`config.mk`:
```
export PLATFORM = sky130hd
export DESIGN_NAME = laser_beam_ray_caster
export DESIGN_NICKNAME = d
export VERILOG_FILES = /design/src/lbrc_pkg.sv /design/src/laser_beam_ray_caster.sv /design/src/lbrc_front.sv /design/src/lbrc_back.sv /design/src/lbrc_queue.sv
export VERILOG_INCLUDE_DIRS = /design/src /design/src/src
export SDC_FILE = /design/constraint.sdc
export NUM_CORES = 2
export LEC_CHECK = 0
export BUFFER_PORTS_ARGS = -buffer_cell sky130_fd_sc_hd__buf_2
export CORE_MARGIN = 3
export CORE_UTILIZATION = 55
export CTS_CLUSTER_DIAMETER = 40
export CTS_CLUSTER_SIZE = 20
export DETAILED_ROUTE_END_ITERATION = 10
export PLACE_DENSITY = 0.71
export SLEW_MARGIN = 25
export SYNTH_ARGS = -nofsm -noshare
export SYNTH_HDL_FRONTEND = slang
export SYNTH_SLANG_ARGS = --single-unit
export TNS_END_PERCENT = 20
```
`constraint.sdc`:
```
create_clock -name clk -period 19.8 [get_ports clk]
set_input_delay 1.98 -clock clk [delete_from_list [all_inputs] [get_ports clk]]
set_output_delay 1.98 -clock clk [all_outputs]
set_load 0.005 [all_outputs]
```
`src/laser_beam_ray_caster_defines.svh`:
```
// Assertion macros for the beam ray caster
`ifndef LASER_BEAM_RAY_CASTER_DEFINES_SVH
`define LASER_BEAM_RAY_CASTER_DEFINES_SVH
// implication checked on every rising clock edge outside reset
`define LBRC_ASSERT_IMP(label, ante, cons, msg) \
  label: assert property (@(posedge clk) disable iff (!rst_n) (ante) |-> (cons)) \
    else $error(msg);
// next-cycle implication
`define LBRC_ASSERT_NXT(label, ante, cons, msg) \
  label: assert property (@(posedge clk) disable iff (!rst_n) (ante) |=> (cons)) \
    else $error(msg);
`endif

```
`src/lbrc_pkg.sv`:
```
// ----------------------------------------------------------------------------
// lbrc_pkg
// Shared types, constants and the CORDIC arctangent table.
// ----------------------------------------------------------------------------
package lbrc_pkg;
  localparam int MAX_RANGE_CELLS_DEF = 63;
  localparam int BEAM_INDEX_BITS_DEF = 12;
  localparam int CORDIC_STEPS = 16;
  localparam logic [17:0] PHASE_MUL = 18'd166886;
  localparam logic [15:0] CORDIC_GAIN_INV = 16'd39797;
  localparam logic [15:0] CPM_RESET = 16'd1311;

  typedef enum logic [2:0] {
    CFG_BASE_ANGLE  = 3'd0,
    CFG_ANGLE_STEP  = 3'd1,
    CFG_THRESHOLD   = 3'd2,
    CFG_CELLS_PER_MM = 3'd3,
    CFG_MAX_RANGE   = 3'd4
  } cfg_idx_t;

  typedef enum logic [1:0] {
    FS_IDLE, FS_MUL, FS_CORDIC, FS_PUSH
  } front_state_t;

  typedef enum logic [1:0] {
    BS_IDLE, BS_OCC, BS_FREE
  } back_state_t;

  // endpoint job passed from front to back
  typedef struct packed {
    logic [6:0] x1;
    logic [6:0] y1;
  } job_t;

  function automatic logic signed [15:0] atan_lut(input logic [3:0] i);
    logic signed [15:0] v;
    case (i)
      4'd0: v = 16'sd8192;  4'd1: v = 16'sd4836;  4'd2: v = 16'sd2555;
      4'd3: v = 16'sd1297;  4'd4: v = 16'sd651;   4'd5: v = 16'sd326;
      4'd6: v = 16'sd163;   4'd7: v = 16'sd81;    4'd8: v = 16'sd41;
      4'd9: v = 16'sd20;    4'd10: v = 16'sd10;   4'd11: v = 16'sd5;
      4'd12: v = 16'sd3;    4'd13: v = 16'sd1;    4'd14: v = 16'sd1;
      default: v = 16'sd0;
    endcase
    return v;
  endfunction
endpackage

```
`src/laser_beam_ray_caster.sv`:
```
// ----------------------------------------------------------------------------
// laser_beam_ray_caster
// Lidar beam to occupancy grid cell ray caster.
// ----------------------------------------------------------------------------
// Input channel (in_valid/in_stall) takes one beam word: index, range, intensity.
// Beams below the intensity threshold are dropped in the accept cycle.
// The front computes the angle and range products and then runs a 16-iteration
// CORDIC, one rotation per cycle, and then places the endpoint; a beam holds
// the front until its endpoint is pushed or dropped. Endpoints go into a
// two-entry queue; an endpoint outside the grid is dropped and gives no word.
// The back walks the Bresenham line one cell per cycle while the output is not
// stalled: the occupied endpoint first, then up to 63 free cells; out_last
// marks the final word of a beam. The back pops a job only when idle, emits
// 1 to 64 words for it and takes another job only after the final word. A stall
// on the output holds the output register and the walk; the queue then fills
// and the front stalls the input in turn.
// Configuration is written through cfg_valid/cfg_ready; the user must write it
// only while idle, as the block itself does not enforce this.
// Reset (rst_n low, synchronous) empties the queue and restores register
// defaults.
// ----------------------------------------------------------------------------
`include "laser_beam_ray_caster_defines.svh"
module laser_beam_ray_caster #(
  parameter int MAX_RANGE_CELLS = lbrc_pkg::MAX_RANGE_CELLS_DEF,
  parameter int BEAM_INDEX_BITS = lbrc_pkg::BEAM_INDEX_BITS_DEF
) (
  input  logic        clk,
  input  logic        rst_n,
  input  logic        in_valid,
  output logic        in_stall,
  input  logic [11:0] in_beam_index,
  input  logic [15:0] in_range_mm,
  input  logic [15:0] in_intensity,
  output logic        out_valid,
  input  logic        out_stall,
  output logic [6:0]  out_cell_x,
  output logic [6:0]  out_cell_y,
  output logic        out_occupied,
  output logic        out_last,
  input  logic        cfg_valid,
  output logic        cfg_ready,
  input  logic [2:0]  cfg_index,
  input  logic [15:0] cfg_data
);
  import lbrc_pkg::*;

  logic [15:0] base_angle_r, angle_step_r, threshold_r, cpm_r;
  logic [5:0]  max_range_r;
  assign cfg_ready = 1'b1;

  // register writes
  always_ff @(posedge clk) begin
    if (!rst_n) begin
      base_angle_r <= '0; angle_step_r <= '0; threshold_r <= '0;
      cpm_r <= CPM_RESET; max_range_r <= 6'(MAX_RANGE_CELLS);
    end else if (cfg_valid) begin
      unique case (cfg_index)
        CFG_BASE_ANGLE:   base_angle_r <= cfg_data;
        CFG_ANGLE_STEP:   angle_step_r <= cfg_data;
        CFG_THRESHOLD:    threshold_r <= cfg_data;
        CFG_CELLS_PER_MM: cpm_r <= cfg_data;
        CFG_MAX_RANGE:
          max_range_r <= (cfg_data[5:0] > 6'(MAX_RANGE_CELLS)) ?
                         6'(MAX_RANGE_CELLS) : cfg_data[5:0];
        default: ;
      endcase
    end
  end

  logic push, full, pop, q_valid;
  job_t push_job, q_job;

  lbrc_front #(.BEAM_INDEX_BITS(BEAM_INDEX_BITS)) u_front (
    .clk, .rst_n, .in_valid, .in_stall, .in_beam_index, .in_range_mm, .in_intensity,
    .base_angle(base_angle_r), .angle_step(angle_step_r), .threshold(threshold_r),
    .cells_per_mm(cpm_r), .max_range(max_range_r), .push, .push_job, .q_full(full)
  );
  lbrc_queue u_queue (
    .clk, .rst_n, .push, .push_job, .full, .pop, .q_valid, .q_job
  );
  lbrc_back u_back (
    .clk, .rst_n, .q_valid, .q_job, .pop, .max_range(max_range_r),
    .out_valid, .out_stall, .out_cell_x, .out_cell_y, .out_occupied, .out_last
  );

  `LBRC_ASSERT_IMP(a_no_push_full, push, !full, "push into full queue")
  `LBRC_ASSERT_NXT(a_out_hold, out_valid && out_stall, out_valid, "stalled word dropped")
  `LBRC_ASSERT_IMP(a_pop_valid, pop, q_valid, "pop from empty queue")
endmodule

```
`src/lbrc_front.sv`:
```
// ----------------------------------------------------------------------------
// lbrc_front
// Accepts beams, filters by intensity, computes the endpoint by CORDIC.
// ----------------------------------------------------------------------------
module lbrc_front #(
  parameter int BEAM_INDEX_BITS = lbrc_pkg::BEAM_INDEX_BITS_DEF
) (
  input  logic        clk,
  input  logic        rst_n,
  input  logic        in_valid,
  output logic        in_stall,
  input  logic [11:0] in_beam_index,
  input  logic [15:0] in_range_mm,
  input  logic [15:0] in_intensity,
  input  logic [15:0] base_angle,
  input  logic [15:0] angle_step,
  input  logic [15:0] threshold,
  input  logic [15:0] cells_per_mm,
  input  logic [5:0]  max_range,
  output logic        push,
  output lbrc_pkg::job_t push_job,
  input  logic        q_full
);
  import lbrc_pkg::*;

  // only the low index bits take part in the angle
  localparam logic [11:0] IDX_MASK = 12'((1 << BEAM_INDEX_BITS) - 1);

  front_state_t st_r, st_nxt;
  logic [11:0] idx_r;
  logic [15:0] rmm_r;
  logic [1:0]  ph_step_r;
  logic signed [33:0] angle_r;
  logic [31:0] r_r;
  logic signed [24:0] vx_r, vy_r;
  logic signed [17:0] z_r;
  logic flip_r;
  logic [3:0] it_r;

  logic accept;
  logic signed [51:0] ph_prod;
  logic [15:0] ph;
  logic signed [24:0] dx, dy;
  logic signed [24:0] vxf, vyf;
  logic signed [8:0] tx, ty;
  logic signed [9:0] x1s, y1s;
  logic [47:0] gprod;
  logic [31:0] rc;
  logic [21:0] cmax;
  logic inb;

  assign in_stall = (st_r != FS_IDLE);
  assign accept = in_valid && !in_stall && (in_intensity >= threshold);

  // next state
  always_comb begin
    st_nxt = st_r;
    unique case (st_r)
      FS_IDLE:   if (accept) st_nxt = FS_MUL;
      FS_MUL:    if (ph_step_r == 2'd2) st_nxt = FS_CORDIC;
      FS_CORDIC: if (it_r == 4'(CORDIC_STEPS - 1)) st_nxt = FS_PUSH;
      FS_PUSH:   if (!inb || !q_full) st_nxt = FS_IDLE;
      default:   st_nxt = FS_IDLE;
    endcase
  end

  // outputs
  always_comb begin
    push = (st_r == FS_PUSH) && inb && !q_full;
    push_job.x1 = x1s[6:0];
    push_job.y1 = y1s[6:0];
  end

  always_ff @(posedge clk) begin
    if (!rst_n) st_r <= FS_IDLE;
    else st_r <= st_nxt;
  end

  // datapath
  assign ph_prod = angle_r * $signed({1'b0, PHASE_MUL});
  assign ph = ph_prod[31:16];
  assign cmax = {max_range, 16'd0};
  assign rc = (r_r > {10'd0, cmax}) ?
              ((max_range == 6'd0) ? 32'd0 : {10'd0, max_range - 6'd1, 16'd0}) : r_r;
  assign gprod = rc * CORDIC_GAIN_INV;
  assign dx = vy_r >>> it_r;
  assign dy = vx_r >>> it_r;

  // truncate the final vector toward zero and place it around the centre
  assign vxf = flip_r ? -vx_r : vx_r;
  assign vyf = flip_r ? -vy_r : vy_r;
  assign tx = vxf[24] ? -9'(($unsigned(-vxf)) >> 16) : 9'(vxf >>> 16);
  assign ty = vyf[24] ? -9'(($unsigned(-vyf)) >> 16) : 9'(vyf >>> 16);
  assign x1s = $signed({4'd0, max_range}) + 10'(tx);
  assign y1s = $signed({4'd0, max_range}) + 10'(ty);

  // drop endpoints outside 0..2*max_range
  assign inb = !x1s[9] && !y1s[9] && (x1s <= $signed({3'd0, max_range, 1'b0})) &&
               (y1s <= $signed({3'd0, max_range, 1'b0}));

  always_ff @(posedge clk) begin
    case (st_r)
      FS_IDLE: if (accept) begin
        idx_r <= in_beam_index & IDX_MASK;
        rmm_r <= in_range_mm;
        ph_step_r <= 2'd0;
      end
      FS_MUL: begin
        ph_step_r <= ph_step_r + 2'd1;
        if (ph_step_r == 2'd0) begin
          angle_r <= 34'($signed(base_angle)) +
                     $signed({1'b0, idx_r}) * $signed(angle_step);
          r_r <= rmm_r * cells_per_mm;
        end else if (ph_step_r == 2'd1) begin
          vx_r <= $signed({1'b0, gprod[39:16]});
          vy_r <= '0;
          it_r <= '0;
        end else begin
          if (ph >= 16'd16384 && ph < 16'd49152) begin
            flip_r <= 1'b1;
            z_r <= $signed({2'b0, ph}) - 18'sd32768;
          end else begin
            flip_r <= 1'b0;
            z_r <= ph[15] ? $signed({2'b0, ph}) - 18'sd65536 : $signed({2'b0, ph});
          end
        end
      end
      FS_CORDIC: begin
        it_r <= it_r + 4'd1;
        if (!z_r[17]) begin
          vx_r <= vx_r - dx; vy_r <= vy_r + dy; z_r <= z_r - 18'(atan_lut(it_r));
        end else begin
          vx_r <= vx_r + dx; vy_r <= vy_r - dy; z_r <= z_r + 18'(atan_lut(it_r));
        end
      end
      FS_PUSH: ;
      default: ;
    endcase
  end
endmodule

```
`src/lbrc_back.sv`:
```
// ----------------------------------------------------------------------------
// lbrc_back
// Walks the Bresenham line from the centre and emits cells.
// ----------------------------------------------------------------------------
module lbrc_back (
  input  logic        clk,
  input  logic        rst_n,
  input  logic        q_valid,
  input  lbrc_pkg::job_t q_job,
  output logic        pop,
  input  logic [5:0]  max_range,
  output logic        out_valid,
  input  logic        out_stall,
  output logic [6:0]  out_cell_x,
  output logic [6:0]  out_cell_y,
  output logic        out_occupied,
  output logic        out_last
);
  import lbrc_pkg::*;

  back_state_t st_r, st_nxt;
  logic [6:0] x1_r, y1_r, x0_r, y0_r;
  logic signed [8:0] ddx_r, ddy_r, err_r;
  logic sx_r, sy_r;
  logic [6:0] n_r;
  logic ov_r;
  logic [6:0] ox_r, oy_r;
  logic oocc_r, olast_r;

  logic free_ok, sink, at_end, nx_end;
  logic signed [9:0] e2;
  logic [6:0] xn, yn;
  logic signed [8:0] errn;
  assign sink = !ov_r || !out_stall;
  assign at_end = (x0_r == x1_r) && (y0_r == y1_r);
  assign e2 = {err_r, 1'b0};
  always_comb begin
    xn = x0_r; yn = y0_r; errn = err_r;
    if (e2 >= 10'(ddy_r)) begin
      errn = errn + ddy_r; xn = sx_r ? x0_r + 7'd1 : x0_r - 7'd1;
    end
    if (e2 <= 10'(ddx_r)) begin
      errn = errn + ddx_r; yn = sy_r ? y0_r + 7'd1 : y0_r - 7'd1;
    end
  end
  assign nx_end = ((xn == x1_r) && (yn == y1_r)) || (n_r == 7'd63);
  assign free_ok = sink;

  // next state
  always_comb begin
    st_nxt = st_r;
    unique case (st_r)
      BS_IDLE: if (q_valid) st_nxt = BS_OCC;
      BS_OCC:  if (sink) st_nxt = at_end ? BS_IDLE : BS_FREE;
      BS_FREE: if (free_ok && nx_end) st_nxt = BS_IDLE;
      default: st_nxt = BS_IDLE;
    endcase
  end

  // outputs
  always_comb begin
    pop = (st_r == BS_IDLE) && q_valid;
    out_valid = ov_r;
    out_cell_x = ox_r;
    out_cell_y = oy_r;
    out_occupied = oocc_r;
    out_last = olast_r;
  end

  always_ff @(posedge clk) begin
    if (!rst_n) begin
      st_r <= BS_IDLE;
      ov_r <= 1'b0;
    end else begin
      st_r <= st_nxt;
      if (sink) ov_r <= (st_r == BS_OCC) || (st_r == BS_FREE);
    end
  end

  logic [6:0] c7;
  assign c7 = {1'b0, max_range};
  always_ff @(posedge clk) begin
    if (st_r == BS_IDLE && q_valid) begin
      x1_r <= q_job.x1; y1_r <= q_job.y1;
      x0_r <= c7; y0_r <= c7;
      sx_r <= c7 < q_job.x1; sy_r <= c7 < q_job.y1;
      ddx_r <= (q_job.x1 > c7) ? 9'(q_job.x1 - c7) : 9'(c7 - q_job.x1);
      ddy_r <= (q_job.y1 > c7) ? -9'(q_job.y1 - c7) : -9'(c7 - q_job.y1);
      err_r <= ((q_job.x1 > c7) ? 9'(q_job.x1 - c7) : 9'(c7 - q_job.x1)) -
               ((q_job.y1 > c7) ? 9'(q_job.y1 - c7) : 9'(c7 - q_job.y1));
      n_r <= 7'd1;
    end
    if (st_r == BS_OCC && sink) begin
      ox_r <= x1_r; oy_r <= y1_r; oocc_r <= 1'b1; olast_r <= at_end;
    end
    if (st_r == BS_FREE && sink) begin
      ox_r <= x0_r; oy_r <= y0_r; oocc_r <= 1'b0; olast_r <= nx_end;
      x0_r <= xn; y0_r <= yn; err_r <= errn; n_r <= n_r + 7'd1;
    end
  end
endmodule

```
`src/lbrc_queue.sv`:
```
// ----------------------------------------------------------------------------
// lbrc_queue
// Two-entry job queue between the front and back parts.
// ----------------------------------------------------------------------------
module lbrc_queue (
  input  logic           clk,
  input  logic           rst_n,
  input  logic           push,
  input  lbrc_pkg::job_t push_job,
  output logic           full,
  input  logic           pop,
  output logic           q_valid,
  output lbrc_pkg::job_t q_job
);
  import lbrc_pkg::*;

  job_t mem_r [2];
  logic wp_r, rp_r;
  logic [1:0] cnt_r;
  assign full = (cnt_r == 2'd2);
  assign q_valid = (cnt_r != 2'd0);
  assign q_job = mem_r[rp_r];

  // advance pointers
  always_ff @(posedge clk) begin
    if (!rst_n) begin
      wp_r <= 1'b0; rp_r <= 1'b0; cnt_r <= 2'd0;
    end else begin
      if (push) wp_r <= !wp_r;
      if (pop) rp_r <= !rp_r;
      cnt_r <= cnt_r + {1'b0, push} - {1'b0, pop};
    end
  end
  always_ff @(posedge clk) begin
    if (push) mem_r[wp_r] <= push_job;
  end
endmodule
```
==> flow_metrics.env <==
export IMPL_status="complete, no violations"
export IMPL_critPathCaptureType="flop"
export IMPL_ys_warn_count=0
export IMPL_fin_crit_sh_pct=47.87
export IMPL_maxCapViolCount=0
export IMPL_cts_resized_gates=0
export IMPL_synth_edf_count=271
export IMPL_antenna_found_initial=3
export IMPL_die_w_microns=330.0
export IMPL_grt_max_degree=65
export IMPL_synth_top_family_by_area="adder cells"
export IMPL_crit_type="flop to flop"
export IMPL_yosysSeqAreaShare_pct=17.39
export IMPL_htree_levels=3
export IMPL_numCtsBuffers=69
export IMPL_fp_dieH_microns=330.0
export IMPL_syn2layout_area_growth_pct=7.552
export IMPL_worst_path_max_delay_cell="o21ai_0"
export IMPL_track_usage_pct=26.04
export IMPL_dr_pass1_iters=8
export IMPL_post_drt_via_cell_ratio=5.552
export IMPL_cp_arrival_ns=9.83
export IMPL_design_die_area_sq_um=108900
export IMPL_worstSkewPairLatency_ns=0.65
export IMPL_worst_clock_skew_ns=0.02370
export IMPL_post_synth_num_cell_types=97
export IMPL_ctsHoldBuffers=0
export IMPL_synthArstFlopShare_pct=0
export IMPL_min_from="threshold_r[2]"
export IMPL_rsz0062_at_grt="no"
export IMPL_synthCells=6105
export IMPL_hold_depth=2
export IMPL_portBuffers=85
export IMPL_rows=118
export IMPL_crit_family="adder cells"
export IMPL_fillers=8817
export IMPL_start_util_pct=55.63
export IMPL_core_region_area_sq_um=103800
export IMPL_ant_nets=0
export IMPL_critPathLaunchType="flop"
export IMPL_synth_compound_area_share_pct=9.352
export IMPL_ios=87
export IMPL_vias=42230
export IMPL_period_minus_slack_ns=9.479
export IMPL_drive_gt1_share_pct=6.249
export IMPL_crit_buf_inv=5
export IMPL_synth_area_per_cell_sq_um=9.458
export IMPL_route_detailed_drc=0
export IMPL_gp_congestion=0.9217
export IMPL_clock_path_buffers=3
export IMPL_worstReg2RegEnd="u_front.vx_r[21]"
export IMPL_ctsRootBufferMaster="clkbuf_16"
export IMPL_clkTransAtPathRegs_ns=0.04
export IMPL_finalSetupTns_ns=0
export IMPL_worst_r2r_setup_slack_ns=10.32
export IMPL_required_ns=20.15
export IMPL_worst_path_max_fanout=23
export IMPL_synth_xor_area_share_pct=5.894
export IMPL_drv_slew=0
export IMPL_drt_iter0_markers=2503
export IMPL_post_drt_wl_per_cell_microns=18.06
export IMPL_fmax_mhz=105.5
export IMPL_r2r_start="max_range_r[2]"
export IMPL_synth_adder_area_share_pct=42.01
export IMPL_cts_sinks=366
export IMPL_grt_ovfl_total=0
export IMPL_finalSetupViolCount=0
export IMPL_ff2ff_path_depth=32
export IMPL_synthMuxAreaShare_pct=3.729
export IMPL_grt_pass1_vias=44280
export IMPL_nets=7703
export IMPL_max_stage_delay_ns=0.66
export IMPL_regArea_sq_um=10040
export IMPL_multi_input_area_sq_um=42970
export IMPL_ys_seq_elements=366
export IMPL_min_to="threshold_r[2]"
export IMPL_hp_class="flop to flop"
export IMPL_slew_headroom_pct=28.89
export IMPL_grt_pass1_wl_microns=227800
export IMPL_final_hold_violation_count=0
export IMPL_hpwl_microns=110200
export IMPL_totalWireLength_microns=137400
export IMPL_synth_ff_type="edfxtp_1"
export IMPL_post_cts_setup_buffers=0
export IMPL_synth_simple_area_share_pct=12.88
export IMPL_netlist_area_sq_um=57740
export IMPL_cts_tree="built"
export IMPL_worst_pin_slew_ns=1.063
-- worst register-to-register path: cells and delay by family, from the launching register on --
family	cells	cell delay, ns
DFF	1	0.65
xor gates and xnor gates	1	0.14
and+or+nand+nor	6	1.07
adders and majority gates	8	3.47
buffers and inverters	5	1.06
AOI/OAI and AO/OA	12	2.83
-- area by class of cell --
cell class,count,share of cell area (%)
Tap cell,1380,2.780
Antenna cell,2,0.008059
Multi-Input combinational cell,4473,69.19
Sequential cell,366,16.17
Timing Repair Buffer,126,1.181
Clock buffer,78,2.970
Clock inverter,49,0.8522
Inverter,1133,6.848
-- worst max-delay path by stage --
stage	slack [ns]	to	startpoint	depth (start not counted)
CTS	10.32	u_front.vx_r[21]	max_range_r[2]	32
finish	10.32	u_front.vx_r[21]	max_range_r[2]	32
global placement	10.54	u_front.vx_r[21]	max_range_r[1]	32
floorplan	10.87	u_front.vx_r[22]	max_range_r[1]	35
global route	9.71	u_front.vx_r[22]	max_range_r[2]	33
detailed placement	10.31	u_front.vx_r[21]	max_range_r[2]	32
-- registers in the layout, indices dropped and copies added, names as in the netlist, 12 cells and up, named ones only --
name             flops
u_front.r_r         32
u_front.angle_r     30
u_queue.mem_r       28
u_front.vx_r        25
u_front.vy_r        25
u_front.z_r         18
angle_step_r        16
base_angle_r        16
cpm_r               16
threshold_r         16
u_front.rmm_r       16
u_front.idx_r       12
-- synthesized netlist by cell type, drive strengths merged (37+ instances only) --
master	number	share of area (%)
nand2b	37	0.40
clkbuf	177	1.2
edfxtp	271	14
xor2	144	2.2
mux2	41	0.80
nor2	242	1.6
mux2i	79	1.4
xnor2	242	3.7
mux4	40	1.6
dfxtp	95	3.3
o21ai	151	1.3
nor3	83	0.74
nand3	78	0.68
fa	788	27
ha	678	15
a21oi	294	2.5
o21bai	49	0.64
and2	239	2.6
inv	1132	7.4
a21o	95	1.2
nand2	634	4.1
-- metrics by stage --
stage | worst slack [ns] | instances | area, sq um | hold WS (ns) | util, %
after floorplan | 10.87 | 6177 | 58010 | 0.4363 | -
after CTS | 10.32 | 7605 | 62090 | 0.4572 | 59.82
final | 10.32 | 7607 | 62100 | 0.4570 | 59.83
after detailed placement | 10.31 | 7478 | 59710 | 0.4505 | 57.53
after global routing | 9.709 | 7605 | 62100 | 0.4792 | 59.83
after global placement | 10.54 | 7478 | 59710 | 0.4424 | 57.53
-- placed cells by master, fill, tap and decap left out, drive strengths merged, types with 83 or more instances in the layout --
cell type,n
inv,1150
fa,788
ha,678
nand2,634
a21oi,294
edfxtp,271
xnor2,242
nor2,242
and2,239
o21ai,151
xor2,144
buf,126
a21o,95
dfxtp,95
nor3,83
-- kinds of logic (layout without fill, tap and decap cells) --
group                    after synthesis  after routing
AND/OR/NAND/NOR                     1539           1539
buffers and inverters               1338           1386
adder cells (fa/ha/maj)             1466           1466
XOR/XNOR                             387            387
AO/OA/AOI/OAI                        847            847
flip-flops                           366            366
multiplexers                         160            160
other                                  2             76
-- metal layers --
layer	vias to the layer above	global-route usage [%]	part of all wire [%]	wire length (microns)
li1	19930	-	-	-
met1	20910	34.73	43	59670
met2	1158	43.91	48	65820
met3	231	4.105	5.7	7863
met4	0	7.861	2.9	4011
met5	-	0	0	0
Power is left out: the tool's default activity adds up to more than one toggle a clock period on the data nets, which glitch-free logic cannot reach.
